===== src/rtl/dsbh_pkg.sv =====
package dsbh_pkg;

  localparam int HASH_WIDTH = 64;
  localparam int BYTE_WIDTH = 8;
  localparam int COUNT_WIDTH = 31;
  localparam int STEP_WIDTH = $clog2(HASH_WIDTH);
  localparam int OUT_TDATA_WIDTH = ((COUNT_WIDTH + 7) / 8) * 8;

  localparam logic [HASH_WIDTH-1:0] HASH_SEED = HASH_WIDTH'(5381);
  localparam int HASH_SHIFT = 5;
  localparam logic [COUNT_WIDTH-1:0] COUNT_RESET = COUNT_WIDTH'(1024);
  localparam logic [STEP_WIDTH-1:0] STEP_LAST = STEP_WIDTH'(HASH_WIDTH - 1);

  typedef enum logic [1:0] {
    ST_IDLE,
    ST_DIV,
    ST_OUT
  } state_t;

  typedef struct packed {
    logic update;   // fold a nonzero byte into the hash
    logic start;    // terminator taken: move hash to divider, reload seed
    logic step;     // one remainder bit
    logic emit;     // load the output register
  } cmd_t;

  typedef struct packed {
    logic last_step;
    logic out_free;
  } status_t;

endpackage


===== src/rtl/dsbh_ctrl.sv =====
module dsbh_ctrl import dsbh_pkg::*; (
  input  logic    clk,
  input  logic    rst,
  input  logic    s_tvalid,
  input  logic    is_term,
  input  status_t status,
  output logic    s_tready,
  output cmd_t    cmd
);

  state_t state;
  state_t state_next;

  always_ff @(posedge clk) begin
    if (rst) begin
      state <= ST_IDLE;
    end else begin
      state <= state_next;
    end
  end

  always_comb begin
    state_next = state;
    case (state)
      ST_IDLE: begin
        if (s_tvalid && is_term) state_next = ST_DIV;
      end
      ST_DIV: begin
        if (status.last_step) state_next = ST_OUT;
      end
      ST_OUT: begin
        if (status.out_free) state_next = ST_IDLE;
      end
      default: state_next = ST_IDLE;
    endcase
  end

  always_comb begin
    s_tready   = 1'b0;
    cmd        = '0;
    case (state)
      ST_IDLE: begin
        s_tready   = 1'b1;
        cmd.update = s_tvalid && !is_term;
        cmd.start  = s_tvalid && is_term;
      end
      ST_DIV: begin
        cmd.step = 1'b1;
      end
      ST_OUT: begin
        cmd.emit = status.out_free;
      end
      default: begin
        s_tready = 1'b0;
      end
    endcase
  end

endmodule


===== src/rtl/dsbh_datapath.sv =====
module dsbh_datapath import dsbh_pkg::*; (
  input  logic                   clk,
  input  logic                   rst,
  input  logic [BYTE_WIDTH-1:0]  char_byte,
  input  logic                   cfg_we,
  input  logic [COUNT_WIDTH-1:0] cfg_wdata,
  input  cmd_t                   cmd,
  input  logic                   m_tready,
  output logic                   is_term,
  output status_t                status,
  output logic                   m_tvalid,
  output logic [COUNT_WIDTH-1:0] bucket_index
);

  logic [HASH_WIDTH-1:0]  running_hash;
  logic [HASH_WIDTH-1:0]  dividend;
  logic [COUNT_WIDTH-1:0] rem;
  logic [STEP_WIDTH-1:0]  step_cnt;
  logic [COUNT_WIDTH-1:0] bucket_count;
  logic [COUNT_WIDTH:0]   trial;
  logic [COUNT_WIDTH:0]   diff;
  logic [COUNT_WIDTH-1:0] rem_next;
  logic [HASH_WIDTH-1:0]  hash_next;

  assign is_term = (char_byte == '0);

  // hash * 33 + byte
  assign hash_next = (running_hash << HASH_SHIFT) + running_hash
                     + HASH_WIDTH'(char_byte);

  // restoring division, one quotient bit per cycle; zero divisor leaves the dividend's low 31 bits
  assign trial = {rem, dividend[HASH_WIDTH-1]};
  assign diff  = trial - {1'b0, bucket_count};
  always_comb begin
    if (trial >= {1'b0, bucket_count}) begin
      rem_next = diff[COUNT_WIDTH-1:0];
    end else begin
      rem_next = trial[COUNT_WIDTH-1:0];
    end
  end

  assign status.last_step = (step_cnt == '0);
  assign status.out_free  = !m_tvalid || m_tready;

  always_ff @(posedge clk) begin
    if (rst) begin
      running_hash <= HASH_SEED;
      bucket_count <= COUNT_RESET;
      m_tvalid     <= 1'b0;
      step_cnt     <= '0;
    end else begin
      if (cfg_we) bucket_count <= cfg_wdata;
      if (cmd.update) begin
        running_hash <= hash_next;
      end else if (cmd.start) begin
        running_hash <= HASH_SEED;
      end
      if (cmd.start) begin
        step_cnt <= STEP_LAST;
      end else if (cmd.step) begin
        step_cnt <= step_cnt - 1'b1;
      end
      if (cmd.emit) begin
        m_tvalid <= 1'b1;
      end else if (m_tready) begin
        m_tvalid <= 1'b0;
      end
    end
  end

  always_ff @(posedge clk) begin
    if (cmd.start) begin
      dividend <= running_hash;
      rem      <= '0;
    end else if (cmd.step) begin
      dividend <= dividend << 1;
      rem      <= rem_next;
    end
    if (cmd.emit) bucket_index <= rem;
  end

endmodule


===== src/rtl/djb2_string_bucket_hash_top.sv =====
// channel  | signals                     | content
// s_       | s_tvalid s_tready s_tdata   | one string byte, zero ends the string
// m_       | m_tvalid m_tready m_tdata   | bucket index, one per string
// cfg_     | cfg_we cfg_wdata            | bucket count (reset 1024)
//
// while idle a nonzero byte is taken every cycle, the hash update is a 64-bit shift and add
// a zero byte starts the bit-serial remainder unit, one step per hash bit,
// then the output register is loaded, and only after that is the next byte taken,
// later if the output register is still full
// rst is synchronous, clears the hash to 5381 and the bucket count to 1024
module djb2_string_bucket_hash_top import dsbh_pkg::*; (
  input  logic                       clk,
  input  logic                       rst,
  input  logic                       s_tvalid,
  output logic                       s_tready,
  input  logic [BYTE_WIDTH-1:0]      s_tdata,   // [7:0] char_byte
  output logic                       m_tvalid,
  input  logic                       m_tready,
  output logic [OUT_TDATA_WIDTH-1:0] m_tdata,   // [30:0] bucket_index, [31] zero
  input  logic                       cfg_we,
  input  logic [COUNT_WIDTH-1:0]     cfg_wdata
);

  cmd_t                   cmd;
  status_t                status;
  logic                   is_term;
  logic [COUNT_WIDTH-1:0] bucket_index;

  dsbh_ctrl u_ctrl (
    .clk      (clk),
    .rst      (rst),
    .s_tvalid (s_tvalid),
    .is_term  (is_term),
    .status   (status),
    .s_tready (s_tready),
    .cmd      (cmd)
  );

  dsbh_datapath u_datapath (
    .clk          (clk),
    .rst          (rst),
    .char_byte    (s_tdata),
    .cfg_we       (cfg_we),
    .cfg_wdata    (cfg_wdata),
    .cmd          (cmd),
    .m_tready     (m_tready),
    .is_term      (is_term),
    .status       (status),
    .m_tvalid     (m_tvalid),
    .bucket_index (bucket_index)
  );

  assign m_tdata = OUT_TDATA_WIDTH'(bucket_index);

endmodule

===== config.mk =====
export PLATFORM = sky130hd
export DESIGN_NAME = djb2_string_bucket_hash_top
export DESIGN_NICKNAME = d
export VERILOG_FILES = /design/src/rtl/dsbh_pkg.sv /design/src/rtl/dsbh_ctrl.sv /design/src/rtl/dsbh_datapath.sv /design/src/rtl/djb2_string_bucket_hash_top.sv
export SDC_FILE = /design/constraint.sdc
export NUM_CORES = 1
export LEC_CHECK = 0
export ABC_AREA = 1
export BUFFER_PORTS_ARGS = -buffer_cell sky130_fd_sc_hd__buf_2
export CAP_MARGIN = 20
export CORE_MARGIN = 10
export CORE_UTILIZATION = 30
export CTS_BUF_LIST = sky130_fd_sc_hd__clkbuf_8
export DETAILED_ROUTE_END_ITERATION = 10
export PLACE_DENSITY = 0.56
export SLEW_MARGIN = 10
export SYNTH_ARGS = -nofsm -noshare
export SYNTH_HDL_FRONTEND = slang
export SYNTH_HIERARCHICAL = 1
export SYNTH_SLANG_ARGS = --single-unit

===== constraint.sdc =====
create_clock -name clk -period 5.94 [get_ports clk]
set_clock_uncertainty 0.05 [all_clocks]
set_input_delay 0.594 -clock clk [delete_from_list [all_inputs] [get_ports clk]]
set_output_delay 0.594 -clock clk [all_outputs]
set_load 0.005 [all_outputs]

==> flow_summary.toml, run 1 <==
[job]
max_cap_violations = 0

[cts]
clockBufferDepth = 3
cts.sinks = 230
cts-resized-gates = 0
post_cts_buffers = 0
ctsHoldBuffers = 0
cts-root-buf = "clkbuf_8"
clk_pin_slew_ns = 0.06
clock_latency_ns = 0.61
htree_levels = 2
cts_tree = "yes"
cts_made_buffers = 42

[floorplan]
die_h_um = 258.1
row_count = 87
core_area_mm2 = 0.05628
die_area_mm2 = 0.06659
die_w_um = 258.1
start_util = 0.3021
io_pins = 78

[worst_setup_path]
cp_data_required_time_ns = 6.32
cp-end-kind = "flip-flop"
cpMostUsedCell = "nand2_1"
crit_type = "flip-flop to flip-flop"
crit_fanout = 5
path_delay_family = "adder cells"
cpMaxStageDelayCell = "o21ai_0"
start_kind = "flip-flop"
path_buf_inv = 2
arrival_ns = 3.48
cpPeakStageDelay_ns = 0.54
cp_cell_sequence = "inv_1, fa_1, inv_1, ha_1, nand2_1, nand2_1, nand3b_1, nand2_1, nand2_1, nand2_1, nand2_1, o21ai_0, a21oi_1"

[layout]
stdcell_count = 3489
nets = 2903
syn2layout_area_growth_pct = 12.41
final_layout_size_suffix_gt1_frac = 0.06662
fillers = 6208

[routing]
first_pass_iters = 5
vias = 16080
drt_iter0_drc = 1059
viasPerCell = 4.610
wire_per_inst_um = 14.87
antenna_left = 0
route.detailed.drc = 0
drt-total-wl_mm = 51.87

[logic_synthesis]
synth_area_leaders = "nand2_1 22%, edfxtp_1 17%, dfxtp_1 16%"
yosysMostFrequentCell = "nand2_1"
yosys-top-cells-count = "1017 x nand2_1, 433 x inv_1, 204 x a21oi_1"
ys_warn_count = 6
yosysSeqAreaShare = 0.3268
async_flop_share = 0
ys.flop_type = "dfxtp_1"
syn_inst = 2623
synth_top_area_cell = "nand2_1"
synth_fp_nets = 2827
syn_area_per_cell_um2 = 6.482
yosysUniqueCellTypes = 45
netlist_area_mm2 = 0.01700
synth_top_area_share = 0.2245
synth_edf_count = 95
synth_seq_cells = 230

[placed_design]
dp_hpwl_mm = 40.87
port_buffers = 76
dp.cells = 3410
place.gp.congestion = 0.9083
place_ws_ns = 2.384

[timing]
finalSetupTns_ns = 0
relSlewSlack = 0.4176
rsz0062_at_grt = "no"
post-route-period-util = 0.5217
worst_pin_slew_ns = 0.8737
fin_crit_ns = 3.099
worst_slack_ns = 2.841
slew_viol_final = 0
setup_viol = 0
fmax_ghz = 0.3227
finalHoldViolations = 0

[run_status]
status = "finished clean"

[global_route]
gr-usage-all-layers = 0.1538
grt_overflow_total = 0
grt_pass1_vias = 15330
grt_max_degree = 69
grt_pass1_wl_mm = 83.12
antenna_found_initial = 0

[min_path]
min_path_type = "primary input to flip-flop"

[power_and_ir_drop]
ir_drop_mv = 0.1487
total_power_mw = 5.078
p_leak_nw = 10.04
p_per_area_mw_per_mm2 = 265.7
[power by group]
part / switching [mW] / leakage [nW] / internal, mW / total (mW)
sequential: 0.123 / 1.96 / 1.74 / 1.86
combinational: 1.06 / 7.55 / 0.513 / 1.57
clock: 0.692 / 0.527 / 0.949 / 1.64
total: 1.88 / 10.0 / 3.20 / 5.08
[kinds of logic after synthesis]
kind of cell / share of synthesized area
AND/OR/NAND/NOR: 0.3240
buffers and inverters: 0.1115
XOR/XNOR: 0.01082
flip-flops: 0.3268
other: 0.0002206
AO/OA/AOI/OAI: 0.1068
adder cells (fa/ha/maj): 0.1200
[state kept, by name, summed over array words and instances, names as in the netlist]
register / cells
u_datapath/bucket_count: 31
u_datapath/m_tvalid: 1
u_datapath/rem: 31
u_datapath/step_cnt: 6
u_datapath/bucket_index: 31
u_datapath/dividend: 64
u_datapath/running_hash: 64
u_ctrl/state: 2
[final timing paths]
| path | slack (ns) | to | cells after the start | start |
|---|---|---|---|---|
| max reg2reg | 2.84 | u_datapath/running_hash[18] | 13 | u_datapath/running_hash[0] |
| min | 0.19 | u_datapath/bucket_count[10] | 3 | cfg_wdata[10] |
| min reg2reg | 0.42 | u_datapath/bucket_index[2] | 0 | u_datapath/rem[2] |
| max | 2.84 | u_datapath/running_hash[18] | 13 | u_datapath/running_hash[0] |
[metrics by stage]
| step | hold WS, ns | util | cell area (um^2) |
|---|---|---|---|
| after floorplan | 0.3831 | - | 17000 |
| after CTS | 0.1390 | 0.3392 | 19090 |
| final | 0.1932 | 0.3396 | 19110 |
| after global routing | 0.1967 | 0.3395 | 19110 |
| after global placement | 0.3985 | 0.3230 | 18180 |
| after detailed placement | 0.4003 | 0.3230 | 18180 |
[routing by layer]
metal / up-vias / wire length [um] / share of wire / track usage
met5: - / 0 / 0 / 0
met2: 391 / 22150 / 0.43 / 0.2393
met3: 84 / 3035 / 0.059 / 0.02282
li1: 8447 / - / - / -
met1: 7162 / 25150 / 0.48 / 0.2125
met4: 0 / 1530 / 0.029 / 0.05522
[layout make-up]
class	count	area (um^2)	area share
Tap cell	756	945.9	0.04950
Clock inverter	26	210.2	0.01100
Sequential cell	230	5555	0.2907
Inverter	436	1639	0.08577
Timing Repair Buffer	88	483.0	0.02527
Multi-Input combinational cell	1901	9573	0.5009
Antenna cell	1	2.502	0.0001309
Clock buffer	51	701.9	0.03673
[placed cells by master (no fill, tap or decap), types with 5 or more instances in the layout]
cell      count
a21o_1        5
buf_4        11
edfxtp_1     95
o21a_1        6
clkbuf_8     51
dfxtp_1     135
xor2_1        7
or2_2         9
o21ai_1      15
buf_2        76
nor3_1       16
fa_1          5
o21bai_1      5
nand3_1     138
nor4_1        5
o21ai_0     100
xnor2_1      14
inv_1       446
nand4_1       7
ha_1        155
a21oi_1     204
nand2_1    1017
nor2_1      145
nand3b_1     13
[tightest hold or removal path, delay by kind of cell]
| family | cells | cell delay (ns) |
|---|---|---|
| compound gates | 2 | 0.12 |
| buf+inv | 1 | 0.08 |
(Power assumes the default switching activity.)
==> run 2, diff against run 1 <==
==> constraint.sdc (replaced) <==
create_clock -name clk -period 3.12 [get_ports clk]
set_clock_uncertainty 0.05 [all_clocks]
set_input_delay 0.312 -clock clk [delete_from_list [all_inputs] [get_ports clk]]
set_output_delay 0.312 -clock clk [all_outputs]
set_load 0.005 [all_outputs]
==> run 2 against run 1 <==
Die area is the same; setup slack lost 2.6 ns; hold slack lost 0.092 ns; cell area grew 2.9%; combinational power grew 98%; first-iteration DRC count grew 2.8%; critical path depth is the same; sequential power grew 90%; routed wire length grew 3.0%; clock power grew 88%; sequential share of layout area shrank 0.83 points; fmax grew 8.5%; critical endpoint is now u_datapath/running_hash[25]; largest power group unchanged.
==> flow_summary.toml, run 2 (same netlist as run 1, synthesis figures left out) <==
[timing]
setup_viol = 0
relSlewSlack = 0.3815
finalHoldViolations = 0
fmax_ghz = 0.3502
rsz0062_at_grt = "no"
post-route-period-util = 0.9152
worst_pin_slew_ns = 0.9277
slew_viol_final = 0
worst_slack_ns = 0.2646
fin_crit_ns = 2.855
finalSetupTns_ns = 0

[floorplan]
die_w_um = 258.1
row_count = 87
io_pins = 78
die_h_um = 258.1
start_util = 0.3021
die_area_mm2 = 0.06659
core_area_mm2 = 0.05628

[cts]
clk_pin_slew_ns = 0.07
cts.sinks = 230
clock_latency_ns = 0.64
cts_made_buffers = 45
clockBufferDepth = 3
htree_levels = 2
cts-root-buf = "clkbuf_8"
cts_tree = "yes"

[layout]
final_cell_mix = "1016 x nand2_1, 445 x inv_1, 204 x a21oi_1, 155 x ha_1, 145 x nor2_1"
nets = 2964
syn2layout_area_growth_pct = 15.71
final_common_cell = "nand2_1"
fillers = 6203
reg_top3 = "u_datapath/dividend (64), u_datapath/running_hash (64)"
final_layout_size_suffix_gt1_frac = 0.07472

[placed_design]
port_buffers = 76
place.gp.congestion = 0.9258
dp_hpwl_mm = 41.74
place_ws_ns = 0.2483

[min_path]
min_path_type = "primary input to flip-flop"
holdPathStages = 3
hold_path_end = "u_datapath/bucket_count[1]"
hold_start = "cfg_wdata[1]"

[power_and_ir_drop]
ir_drop_mv = 0.2395
p_leak_nw = 10.30
comb_power_share = 0.319
switchingPower_mw = 3.717
pwr-share-clk = 0.317
p_per_area_mw_per_mm2 = 495.1
p_int_mw = 6.024
switching_share = 0.3816
p_seq_frac = 0.364

[worst_setup_path]
cp_cell_sequence = "inv_1, fa_1, inv_1, ha_1, nand2_1, nor2_1, o21ai_0, nand2_1, nand3_1, nand3_1, a21oi_1, o21ai_0, a21oi_1"
timing.rr.start = "u_datapath/running_hash[0]"
r2r-end = "u_datapath/running_hash[25]"
rr_worst_depth = 13
crit_type = "flip-flop to flip-flop"
cpMaxStageDelayCell = "fa_1"
crit_fanout = 5
cp-end-kind = "flip-flop"
cpPeakStageDelay_ns = 0.50
regToRegSetupSlack_ns = 0.26
path_buf_inv = 2
cp_data_required_time_ns = 3.53
arrival_ns = 3.27
start_kind = "flip-flop"
path_delay_family = "adder cells"

[job]
max_cap_violations = 0

[global_route]
grt_max_degree = 79
gr-usage-all-layers = 0.1593
grt_overflow_total = 0
grt_pass1_vias = 15910
grt_pass1_wl_mm = 85.73
antenna_found_initial = 1

[run_status]
status = "finished clean"

[routing]
viasPerCell = 4.574
antenna_left = 0
drt-total-wl_mm = 53.43
first_pass_iters = 6
drt_iter0_drc = 1089
wire_per_inst_um = 15.03
route.detailed.drc = 0
vias = 16260
[run 2: cell types whose count changed in the layout (fill, tap and decap cells not counted), sizes merged]
cell | previous run | this run
clkinv | 6 | 17
inv | 451 | 450
dlygate4sd3 | 0 | 36
buf | 88 | 110
clkbuf | 51 | 50
bufinv | 4 | 2
[run 2: worst max-delay path by stage]
| stage | start | end | slack [ns] | cells after the start |
|---|---|---|---|---|
| 2_1_floorplan | s_tdata[5] | u_datapath/dividend[0] | 0.34 | 10 |
| 3_3_place_gp | s_tdata[5] | u_datapath/running_hash[57] | 0.22 | 16 |
| 3_5_place_dp | s_tdata[5] | u_datapath/running_hash[57] | 0.25 | 16 |
| 4_1_cts | u_datapath/running_hash[0] | u_datapath/running_hash[57] | 0.28 | 15 |
| 5_1_grt | u_datapath/running_hash[0] | u_datapath/running_hash[57] | 0.002 | 15 |
| 6_report | u_datapath/running_hash[0] | u_datapath/running_hash[25] | 0.26 | 13 |
[run 2: cell type report]
type	count	area (um^2)	area share
diodes	1	2.502	0.0001272
clock buffers	50	688.2	0.03498
clock inverters	34	219.0	0.01113
inverters	436	1639	0.08332
multi-input cells	1901	9582	0.4871
flip-flops and latches	230	5555	0.2824
well taps	756	945.9	0.04808
repair buffers	146	1041	0.05292
[run 2: worst min-delay path, cell delays in order]
cell     delay [ns]
buf_2          0.07
o21ai_0        0.18
a21oi_1        0.17
[run 2: power groups by stage]
stage	Combinational, mW	Sequential, mW	Clock (mW)
CTS	3.07	3.54	3.20
finish	3.11	3.54	3.09
global placement	3.03	3.60	0
floorplan	2.13	3.50	0
global route	3.53	3.57	3.33
detailed placement	3.02	3.60	0
[run 2: metal layers]
metal	vias to the layer above	global-route usage	share of wire
met3	78	0.02643	0.057
li1	8546	-	-
met1	7272	0.2137	0.48
met2	361	0.2593	0.44
met4	0	0.04493	0.024
met5	-	0	0
[run 2: through the flow]
step           utilization  hold slack (ns)  area (um^2)  power [mW]  cells
2_1_floorplan            -           0.3244        17010       5.635   2623
6_report            0.3496           0.1011        19670       9.740   3554
3_3_place_gp        0.3265           0.4076        18370       6.626   3432
4_1_cts             0.3490          0.02218        19640       9.815   3552
3_5_place_dp        0.3265           0.4112        18370       6.627   3432
5_1_grt             0.3496          0.08353        19670       10.43   3554
[run 2: repair_timing]
action,CTS,global route
endpoints found under the hold margin,33,0
gates resized for setup,0,1
hold buffers,36,0
setup endpoints to repair,0,2
setup buffers,0,0
